===== src/hdl/tc16_pkg.sv =====
`timescale 1ns / 1ps
`default_nettype none

package tc16_pkg;

   typedef enum logic [1:0] {
      OP_TICK  = 2'd0,
      OP_READ  = 2'd1,
      OP_WRITE = 2'd2,
      OP_NOP   = 2'd3
   } op_type;

   typedef enum logic [3:0] {
      ADDR_CTRL_A  = 4'd0,
      ADDR_CTRL_B  = 4'd1,
      ADDR_CTRL_C  = 4'd2,
      ADDR_UNUSED  = 4'd3,
      ADDR_CNT_LO  = 4'd4,
      ADDR_CNT_HI  = 4'd5,
      ADDR_ICR_LO  = 4'd6,
      ADDR_ICR_HI  = 4'd7,
      ADDR_OCRA_LO = 4'd8,
      ADDR_OCRA_HI = 4'd9,
      ADDR_OCRB_LO = 4'd10,
      ADDR_OCRB_HI = 4'd11,
      ADDR_OCRC_LO = 4'd12,
      ADDR_OCRC_HI = 4'd13,
      ADDR_MASK    = 4'd14,
      ADDR_FLAGS   = 4'd15
   } addr_type;

   typedef enum logic [2:0] {
      CS_STOP    = 3'd0,
      CS_DIV1    = 3'd1,
      CS_DIV8    = 3'd2,
      CS_DIV64   = 3'd3,
      CS_DIV256  = 3'd4,
      CS_DIV1024 = 3'd5,
      CS_EXT_FALL = 3'd6,
      CS_EXT_RISE = 3'd7
   } clk_sel_type;

   localparam logic [3:0] MODE_CTC_A   = 4'd4;
   localparam logic [3:0] MODE_CTC_ICR = 4'd12;

   localparam logic [7:0] INT_TOV = 8'h01;
   localparam logic [7:0] INT_OCA = 8'h02;
   localparam logic [7:0] INT_OCB = 8'h04;
   localparam logic [7:0] INT_OCC = 8'h08;
   localparam logic [7:0] INT_IC  = 8'h20;

   localparam logic [15:0] COUNT_MAX = 16'hffff;

   typedef struct packed {
      logic [7:0] rdata;
      logic [7:0] irq_pending;
   } rsp_word_type;

endpackage

`default_nettype wire


===== src/hdl/timer_counter_16bit_ctc_core.sv =====
// 16-bit timer/counter with prescaler and clear-on-match modes, behind byte registers.
// The req_ channel carries one word per access: req_op selects a CPU clock tick,
// a register read, a register write or a no-op; req_addr and req_wdata give the
// register offset and the byte written. Every accepted word produces exactly one
// rsp_ word with the byte read (zero for anything but a read) and the pending
// interrupts, that is the flag bits masked by the interrupt mask after the access.
// All register and counter updates happen at the edge at which the request is
// accepted; the response is registered in the output register, or in the skid
// entry if it holds a stalled word. It takes one word per cycle while req_stall is low.
// The response side has an output register plus one skid entry, so a request is
// still taken in the cycle the receiver first raises rsp_stall; req_stall rises
// only once both entries hold words, and words leave in order.
// Synchronous reset clears all timer registers, the prescaler, the high-byte
// latch and both response entries; no responses are pending after reset.
`timescale 1ns / 1ps
`default_nettype none

module timer_counter_16bit_ctc_core
   import tc16_pkg::*;
(
   input  wire logic       clock,
   input  wire logic       reset,
   input  wire logic       req_valid,
   output logic            req_stall,
   input  wire logic [1:0] req_op,
   input  wire logic [3:0] req_addr,
   input  wire logic [7:0] req_wdata,
   output logic            rsp_valid,
   input  wire logic       rsp_stall,
   output logic [7:0]      rsp_rdata,
   output logic [7:0]      rsp_irq_pending
);

   logic [7:0]  ctrl_a_ff, ctrl_a_in;
   logic [7:0]  ctrl_b_ff, ctrl_b_in;
   logic [7:0]  ctrl_c_ff, ctrl_c_in;
   logic [15:0] count_ff, count_in;
   logic [7:0]  latch_ff, latch_in;
   logic [15:0] icr_ff, icr_in;
   logic [15:0] ocra_ff, ocra_in;
   logic [15:0] ocrb_ff, ocrb_in;
   logic [15:0] ocrc_ff, ocrc_in;
   logic [7:0]  mask_ff, mask_in;
   logic [7:0]  flags_ff, flags_in;
   logic [9:0]  presc_ff, presc_in;

   rsp_word_type out0_ff, out0_in;
   rsp_word_type out1_ff, out1_in;
   logic         valid0_ff, valid0_in;
   logic         valid1_ff, valid1_in;

   logic         req_accept;
   logic         rsp_pop;
   rsp_word_type new_word;
   logic [3:0]   mode;
   logic [2:0]   clk_sel;
   logic         run;
   logic [9:0]   presc_inc;
   logic         presc_edge;
   logic [15:0]  count_step;
   logic [7:0]   rd_byte;

   assign req_accept = req_valid && !req_stall;
   assign rsp_pop    = valid0_ff && !rsp_stall;
   assign mode       = {ctrl_b_ff[4:3], ctrl_a_ff[1:0]};
   assign clk_sel    = ctrl_b_ff[2:0];
   assign presc_inc  = presc_ff + 10'd1;

   always_comb begin
      run        = 1'b1;
      presc_edge = 1'b0;
      case (clk_sel_type'(clk_sel))
         CS_DIV1:    presc_edge = 1'b1;
         CS_DIV8:    presc_edge = (presc_inc[2:0] == 3'd0);
         CS_DIV64:   presc_edge = (presc_inc[5:0] == 6'd0);
         CS_DIV256:  presc_edge = (presc_inc[7:0] == 8'd0);
         CS_DIV1024: presc_edge = (presc_inc == 10'd0);
         default:    run = 1'b0;
      endcase
   end

   always_comb begin
      if ((mode == MODE_CTC_A && count_ff == ocra_ff) ||
          (mode == MODE_CTC_ICR && count_ff == icr_ff)) begin
         count_step = 16'd0;
      end else begin
         count_step = count_ff + 16'd1;
      end
   end

   always_comb begin
      ctrl_a_in = ctrl_a_ff;
      ctrl_b_in = ctrl_b_ff;
      ctrl_c_in = ctrl_c_ff;
      count_in  = count_ff;
      latch_in  = latch_ff;
      icr_in    = icr_ff;
      ocra_in   = ocra_ff;
      ocrb_in   = ocrb_ff;
      ocrc_in   = ocrc_ff;
      mask_in   = mask_ff;
      flags_in  = flags_ff;
      presc_in  = presc_ff;
      rd_byte   = 8'd0;
      case (op_type'(req_op))
         OP_TICK: begin
            if (run) begin
               presc_in = presc_inc;
               if (presc_edge) begin
                  count_in = count_step;
                  if (count_ff == COUNT_MAX) begin
                     flags_in = flags_in | (mask_ff & INT_TOV);
                  end
                  if (count_step == ocra_ff) begin
                     flags_in = flags_in | (mask_ff & INT_OCA);
                  end
                  if (count_step == ocrb_ff) begin
                     flags_in = flags_in | (mask_ff & INT_OCB);
                  end
                  if (count_step == ocrc_ff) begin
                     flags_in = flags_in | (mask_ff & INT_OCC);
                  end
                  if (mode == MODE_CTC_ICR && count_step == icr_ff) begin
                     flags_in = flags_in | (mask_ff & INT_IC);
                  end
               end
            end
         end
         OP_READ: begin
            case (addr_type'(req_addr))
               ADDR_CTRL_A:  rd_byte = ctrl_a_ff;
               ADDR_CTRL_B:  rd_byte = ctrl_b_ff;
               ADDR_CTRL_C:  rd_byte = ctrl_c_ff;
               ADDR_CNT_LO: begin
                  rd_byte  = count_ff[7:0];
                  latch_in = count_ff[15:8];
               end
               ADDR_CNT_HI:  rd_byte = latch_ff;
               ADDR_ICR_LO: begin
                  rd_byte  = icr_ff[7:0];
                  latch_in = icr_ff[15:8];
               end
               ADDR_ICR_HI:  rd_byte = latch_ff;
               ADDR_OCRA_LO: rd_byte = ocra_ff[7:0];
               ADDR_OCRA_HI: rd_byte = ocra_ff[15:8];
               ADDR_OCRB_LO: rd_byte = ocrb_ff[7:0];
               ADDR_OCRB_HI: rd_byte = ocrb_ff[15:8];
               ADDR_OCRC_LO: rd_byte = ocrc_ff[7:0];
               ADDR_OCRC_HI: rd_byte = ocrc_ff[15:8];
               ADDR_MASK:    rd_byte = mask_ff;
               ADDR_FLAGS:   rd_byte = flags_ff;
               default:      rd_byte = 8'd0;
            endcase
         end
         OP_WRITE: begin
            case (addr_type'(req_addr))
               ADDR_CTRL_A:  ctrl_a_in = req_wdata;
               ADDR_CTRL_B:  ctrl_b_in = req_wdata;
               ADDR_CTRL_C:  ctrl_c_in = req_wdata;
               ADDR_CNT_LO:  count_in = {latch_ff, req_wdata};
               ADDR_CNT_HI:  latch_in = req_wdata;
               ADDR_ICR_LO: begin
                  if (mode == MODE_CTC_ICR) begin
                     icr_in = {latch_ff, req_wdata};
                  end
               end
               ADDR_ICR_HI: begin
                  if (mode == MODE_CTC_ICR) begin
                     latch_in = req_wdata;
                  end
               end
               ADDR_OCRA_LO: ocra_in[7:0]  = req_wdata;
               ADDR_OCRA_HI: ocra_in[15:8] = req_wdata;
               ADDR_OCRB_LO: ocrb_in[7:0]  = req_wdata;
               ADDR_OCRB_HI: ocrb_in[15:8] = req_wdata;
               ADDR_OCRC_LO: ocrc_in[7:0]  = req_wdata;
               ADDR_OCRC_HI: ocrc_in[15:8] = req_wdata;
               ADDR_MASK:    mask_in  = req_wdata;
               ADDR_FLAGS:   flags_in = req_wdata;
               default:      ;
            endcase
         end
         default: ;
      endcase
   end

   assign new_word.rdata       = rd_byte;
   assign new_word.irq_pending = flags_in & mask_in;

   always_comb begin
      out0_in   = out0_ff;
      out1_in   = out1_ff;
      valid0_in = valid0_ff;
      valid1_in = valid1_ff;
      if (rsp_pop) begin
         out0_in   = valid1_ff ? out1_ff : new_word;
         valid0_in = valid1_ff || req_accept;
         valid1_in = 1'b0;
      end else if (!valid0_ff) begin
         out0_in   = new_word;
         valid0_in = req_accept;
      end else if (req_accept) begin
         out1_in   = new_word;
         valid1_in = 1'b1;
      end
   end

   always_ff @(posedge clock) begin
      if (reset) begin
         ctrl_a_ff <= 8'd0;
         ctrl_b_ff <= 8'd0;
         ctrl_c_ff <= 8'd0;
         count_ff  <= 16'd0;
         latch_ff  <= 8'd0;
         icr_ff    <= 16'd0;
         ocra_ff   <= 16'd0;
         ocrb_ff   <= 16'd0;
         ocrc_ff   <= 16'd0;
         mask_ff   <= 8'd0;
         flags_ff  <= 8'd0;
         presc_ff  <= 10'd0;
      end else if (req_accept) begin
         ctrl_a_ff <= ctrl_a_in;
         ctrl_b_ff <= ctrl_b_in;
         ctrl_c_ff <= ctrl_c_in;
         count_ff  <= count_in;
         latch_ff  <= latch_in;
         icr_ff    <= icr_in;
         ocra_ff   <= ocra_in;
         ocrb_ff   <= ocrb_in;
         ocrc_ff   <= ocrc_in;
         mask_ff   <= mask_in;
         flags_ff  <= flags_in;
         presc_ff  <= presc_in;
      end
   end

   always_ff @(posedge clock) begin
      if (reset) begin
         valid0_ff <= 1'b0;
         valid1_ff <= 1'b0;
      end else begin
         valid0_ff <= valid0_in;
         valid1_ff <= valid1_in;
      end
   end

   always_ff @(posedge clock) begin
      out0_ff <= out0_in;
      out1_ff <= out1_in;
   end

   assign req_stall       = valid1_ff;
   assign rsp_valid       = valid0_ff;
   assign rsp_rdata       = out0_ff.rdata;
   assign rsp_irq_pending = out0_ff.irq_pending;

   a_skid_needs_head: assert property (@(posedge clock) disable iff (reset)
      valid1_ff |-> valid0_ff)
      else $error("Skid entry holds a word while the output register is empty.");

   a_stall_fills_skid: assert property (@(posedge clock) disable iff (reset)
      (req_accept && valid0_ff && rsp_stall) |=> valid1_ff)
      else $error("A word accepted under a stalled response was not kept.");

   a_stopped_count_holds: assert property (@(posedge clock) disable iff (reset)
      (req_accept && req_op == OP_TICK && clk_sel == CS_STOP) |=> $stable(count_ff))
      else $error("The count moved while the clock was stopped.");

   a_reset_empties: assert property (@(posedge clock)
      $past(reset) |-> (!valid0_ff && !valid1_ff))
      else $error("Responses are pending right after reset.");

endmodule

`default_nettype wire

===== config.mk =====
export PLATFORM = sky130hd
export DESIGN_NAME = timer_counter_16bit_ctc_core
export DESIGN_NICKNAME = d
export VERILOG_FILES = /design/src/hdl/tc16_pkg.sv /design/src/hdl/timer_counter_16bit_ctc_core.sv
export SDC_FILE = /design/constraint.sdc
export NUM_CORES = 1
export LEC_CHECK = 0
export BUFFER_PORTS_ARGS = -buffer_cell sky130_fd_sc_hd__buf_2
export CAP_MARGIN = 20
export CORE_MARGIN = 3
export CORE_UTILIZATION = 25
export DETAILED_ROUTE_END_ITERATION = 6
export GPL_ROUTABILITY_DRIVEN = 0
export GPL_TIMING_DRIVEN = 0
export SYNTH_ARGS = -nofsm -noshare
export SYNTH_HDL_FRONTEND = slang
export SYNTH_SLANG_ARGS = --single-unit

===== constraint.sdc =====
create_clock -name clock -period 10.05 [get_ports clock]
set_clock_uncertainty 0.1 [all_clocks]
set_input_delay 1.5075 -clock clock [delete_from_list [all_inputs] [get_ports clock]]
set_output_delay 1.5075 -clock clock [all_outputs]
set_load 0.05 [all_outputs]

# Word level (Yosys, flattened, before mapping)
# Cells that the tools add are included.
[classes]
n_addsub = 2
n_eq_ne = 37
n_mux = 41
bitwise = 7
reduce_logical = 35
[ops]
columns = ["op", "count"]
rows = [
  ["2-to-1 mux 8 bit", 24],
  ["2-to-1 mux 16 bit", 7],
  ["one-hot mux 8 bit (14 select lines)", 1],
  ["equality test 16 bit", 6],
  ["one-hot mux 8 bit (2 select lines)", 4],
  ["equality test 4 bit (second input constant)", 9],
  ["AND reduction 3 bit", 11],
  ["one-hot mux 16 bit (2 select lines)", 1],
  ["equality test 4 x 3 -> 1 bit (second input constant)", 5],
  ["adder 16 x 1 -> 16 bit (second input constant)", 1],
  ["equality test 16 bit (second input constant)", 1],
  ["adder 10 x 1 -> 10 bit (second input constant)", 1],
  ["zero test 10 bit", 1],
  ["AND reduction 5 bit", 2],
  ["AND 8 bit", 1],
  ["zero test 8 bit", 1],
  ["bitwise OR 8 x 1 -> 8 bit", 1],
  ["bitwise OR 8 x 2 -> 8 bit", 1],
  ["bitwise OR 8 x 3 -> 8 bit", 1],
  ["bitwise OR 8 x 4 -> 8 bit", 1],
  ["bitwise OR 8 x 6 -> 8 bit", 1],
  ["equality test 3 x 2 -> 1 bit (second input constant)", 2],
  ["equality test 3 bit (second input constant)", 2],
  ["zero test 6 bit", 1],
  ["23 further kinds", 36],
]
[word_totals]
register_bits = 172
input_bits = 18
out_inout_bits = 18

# Depth between registers and ports, before layout
[depth]
depth_word = 29
mapped_depth = 11
ltp_nobuf = 10

# Least setup slack after synthesis
# OpenSTA, ideal clock, no wires.
[synth_path]
kind = "input to register"
from = "in req_addr[3]"
to = "reg out0_ff, in the netlist rsp_irq_pending[0] (data pin)"
setup_time_ps = 270
arrival_ps = 3072
required_ps = 9680
slack_ps = 6609
stages = 8
path_cell_list = "clkbuf_1 > and2_1 > clkbuf_1 > nand3_1 > nor2_1 > mux2i_1 > o21a_1 > o31ai_1"
[synth_lines]
columns = ["item", "line_no", "text"]
rows = [
  ["start, declared", "timer_counter_16bit_ctc_core.sv:26", "input wire logic [3:0] req_addr,"],
  ["end signal, assigned", "timer_counter_16bit_ctc_core.sv:249", "out0_ff <= out0_in;"],
  ["end, declared", "timer_counter_16bit_ctc_core.sv:47", "rsp_word_type out0_ff, out0_in;"],
]

==> flow_summary.ini <==
[critical_path]
cp.required_ns = 10.22
reg2reg_to = rsp_irq_pending[3]
worstPathArrival_ns = 4.72
crit_path_end_kind = flop
cp-startpoint = count_ff[0]
start_kind = flop
cp-endpoint = rsp_irq_pending[3]
reg2reg_from = count_ff[0]
worst-r2r-setup-slack_ns = 5.50
critPathKind = flop to flop
r2r_cells = 10
worstPathMaxFanout = 9

[clocking]
clk_pin_slew_ns = 0.07
cts_setup_buffers = 0
htree_levels = 4
cts_root_buffer = clkbuf_16
cts_hold_buf = 0
cts-buffers-inserted = 17
cts_tree = built
clock_latency_ns = 0.45
clock_sinks = 172
clockBufferDepth = 2
cts-resized-gates = 0

[logic_synthesis]
syn_area_um2 = 10100
synthTopCellsByArea = dfxtp_1, edfxtp_1, nand2_1
synth_edf_count = 32
synth_cells = 1298
yosysUniqueCellTypes = 73
syn_nets = 1319
ys_seq_elements = 172
yosysTopAreaCell = dfxtp_1
synth_top_cell_area_share_pct = 27.7
yosys_warnings = 0
ys.flop_type = dfxtp_1
ys_async_sr_fraction_pct = 0
synth_area_per_cell_um2 = 7.79
yosysSeqAreaShare_pct = 37.2

[sta]
fin_hold_ws_ns = 0.363
timing.slew.headroom_pct = 19.5
tns_ns = 0
setup_viol = 0
slew_viol_final = 0
rsz0062_at_grt = false
fmax_mhz = 220
min_period_ns = 4.55
timing.final.crit_share_pct = 45.3
worstMarginPinSlew_ns = 1.20
hold_viol_final = 0

[route]
num_vias = 11036
drt_iter0_drc = 1892
drt-total-wl_mm = 42.7
wl_per_cell_um = 22.6
drtPass1Iterations = 7
ant_nets = 0
drcViolationCount = 11
viasPerCell = 5.83

[global_routing]
overflow = 0
grt_first_pass_wirelength_mm = 63.7
antenna_found_initial = 0
grt_usage_pct = 19.0
grt_max_degree = 18
grt_pass1_vias = 10166

[min_path]
hp-start = ctrl_b_ff[5]
hold_path.class = flop to flop

[outcome]
violations = design-rule violations
status = complete, but fails checks

[power]
clock_power_share_pct = 43.1
power_switching_share_pct = 28.3
power_frac_seq_pct = 48.0
p_per_area_nw_per_um2 = 130
p_int_mw = 1.07
p_sw_mw = 0.421
peakVddDrop_mv = 0.125
total_power_mw = 1.49
p_leak_nw = 3.78
p_comb_share_pct = 8.8

[placement]
place_hpwl_mm = 31.5
io_buffers = 34

[layout]
n_antenna_cell = 0
synthToLayoutAreaGrowth_pct = 13.9
drive_above_1_share_pct = 7.46
fillers = 4338
layout.cells.most_common_list = nand2_1, nor2_1, dfxtp_1
layout_commonest_cell = nand2_1
layout.nets = 1375

[die]
num_rows = 73
core_area_um2 = 39800
die_h_um = 207
die_w_um = 207
start_util_pct = 25.4
die-area_um2 = 42900
ios = 36

[run]
max_cap_violations = 0
==> synth_stat cells (11+ instances only) <==
library cell,n
nand2_1,197
nor2_1,144
dfxtp_1,140
a21oi_1,120
clkbuf_1,81
nand3_1,78
mux2i_1,53
o21ai_0,44
xor2_1,33
edfxtp_1,32
xnor2_1,29
inv_1,27
nor3_1,25
a22oi_1,21
o22ai_1,21
nor4_1,15
nand4_1,13
nor2b_1,12
a211oi_1,11
a22o_1,11
and3_1,11
==> registers in the layout (all words and copies together), names as in the netlist <==
signal           count
flags_ff             8
mask_ff              8
latch_ff             8
ctrl_c_ff            8
presc_ff            10
ctrl_b_ff            8
ocra_ff             16
icr_ff              16
out1_ff             16
rsp_rdata            8
ctrl_a_ff            8
rsp_irq_pending      8
rsp_valid            1
req_stall            1
count_ff            16
ocrb_ff             16
ocrc_ff             16
==> cell type report <==
class	instances	area, µm²	share of cell area [%]
well taps	525	657	5.71
inverters	27	101	0.880
multi-input cells	1000	5850	50.9
clock inverters	13	106	0.924
flip-flops and latches	172	3760	32.7
clock buffers	19	447	3.88
plain buffers	99	394	3.42
repair buffers	37	188	1.63
==> routing by layer <==
layer	up-vias	wire length [µm]	GRT usage, %
li1	4802	-	-
met1	5106	17300	25.2
met2	893	17000	27.6
met3	235	5760	6.38
met4	0	2670	9.62
met5	-	0	0
==> power groups by stage <==
stage                     clock [mW]  combinational [mW]  sequential [mW]
after floorplan                    0              0.0625            0.745
after global placement             0               0.125            0.731
after detailed placement           0               0.126            0.732
after CTS                      0.648               0.126            0.716
after global routing           0.675               0.136            0.717
final                          0.643               0.132            0.716
==> worst min-delay path by stage <==
stage / to / slack [ns] / depth (start not counted)
after global routing: ctrl_a_ff[3] / 0.38 / 2
after CTS: ctrl_b_ff[5] / 0.36 / 2
final: ctrl_b_ff[5] / 0.36 / 2
after global placement: ctrl_a_ff[7] / 0.34 / 2
after floorplan: ctrl_b_ff[6] / 0.33 / 2
after detailed placement: ctrl_b_ff[5] / 0.35 / 2
==> cell families after synthesis <==
family / share of synthesized area (%)
AO/OA/AOI/OAI: 20.8
XOR/XNOR: 5.37
flip-flops: 37.2
AND/OR/NAND/NOR: 25.1
buffers and inverters: 4.90
multiplexers: 6.25
adder cells (fa/ha/maj): 0.371
==> stage by stage <==
step	instance area [µm²]	util (%)	instances	setup slack, ns
after global placement	10900	27.5	1857	5.59
after detailed placement	11000	27.5	1859	5.66
after floorplan	10100	-	1298	6.61
after CTS	11500	28.9	1891	5.63
after global routing	11500	28.9	1892	5.45
final	11500	28.9	1892	5.50
==> critical path, cell delays in order (launching register included) <==
cell and delay [ns]:
dfxtp_1 0.56, ha_1 0.26, nand3_1 0.31, nor4_1 0.57, xor2_1 0.24, a222oi_1 0.56
nand4bb_1 0.18, a22o_1 0.26, nor4_1 0.70, a21oi_1 0.32, o31ai_1 0.31
Note: power is estimated with default switching activity, not from simulation.
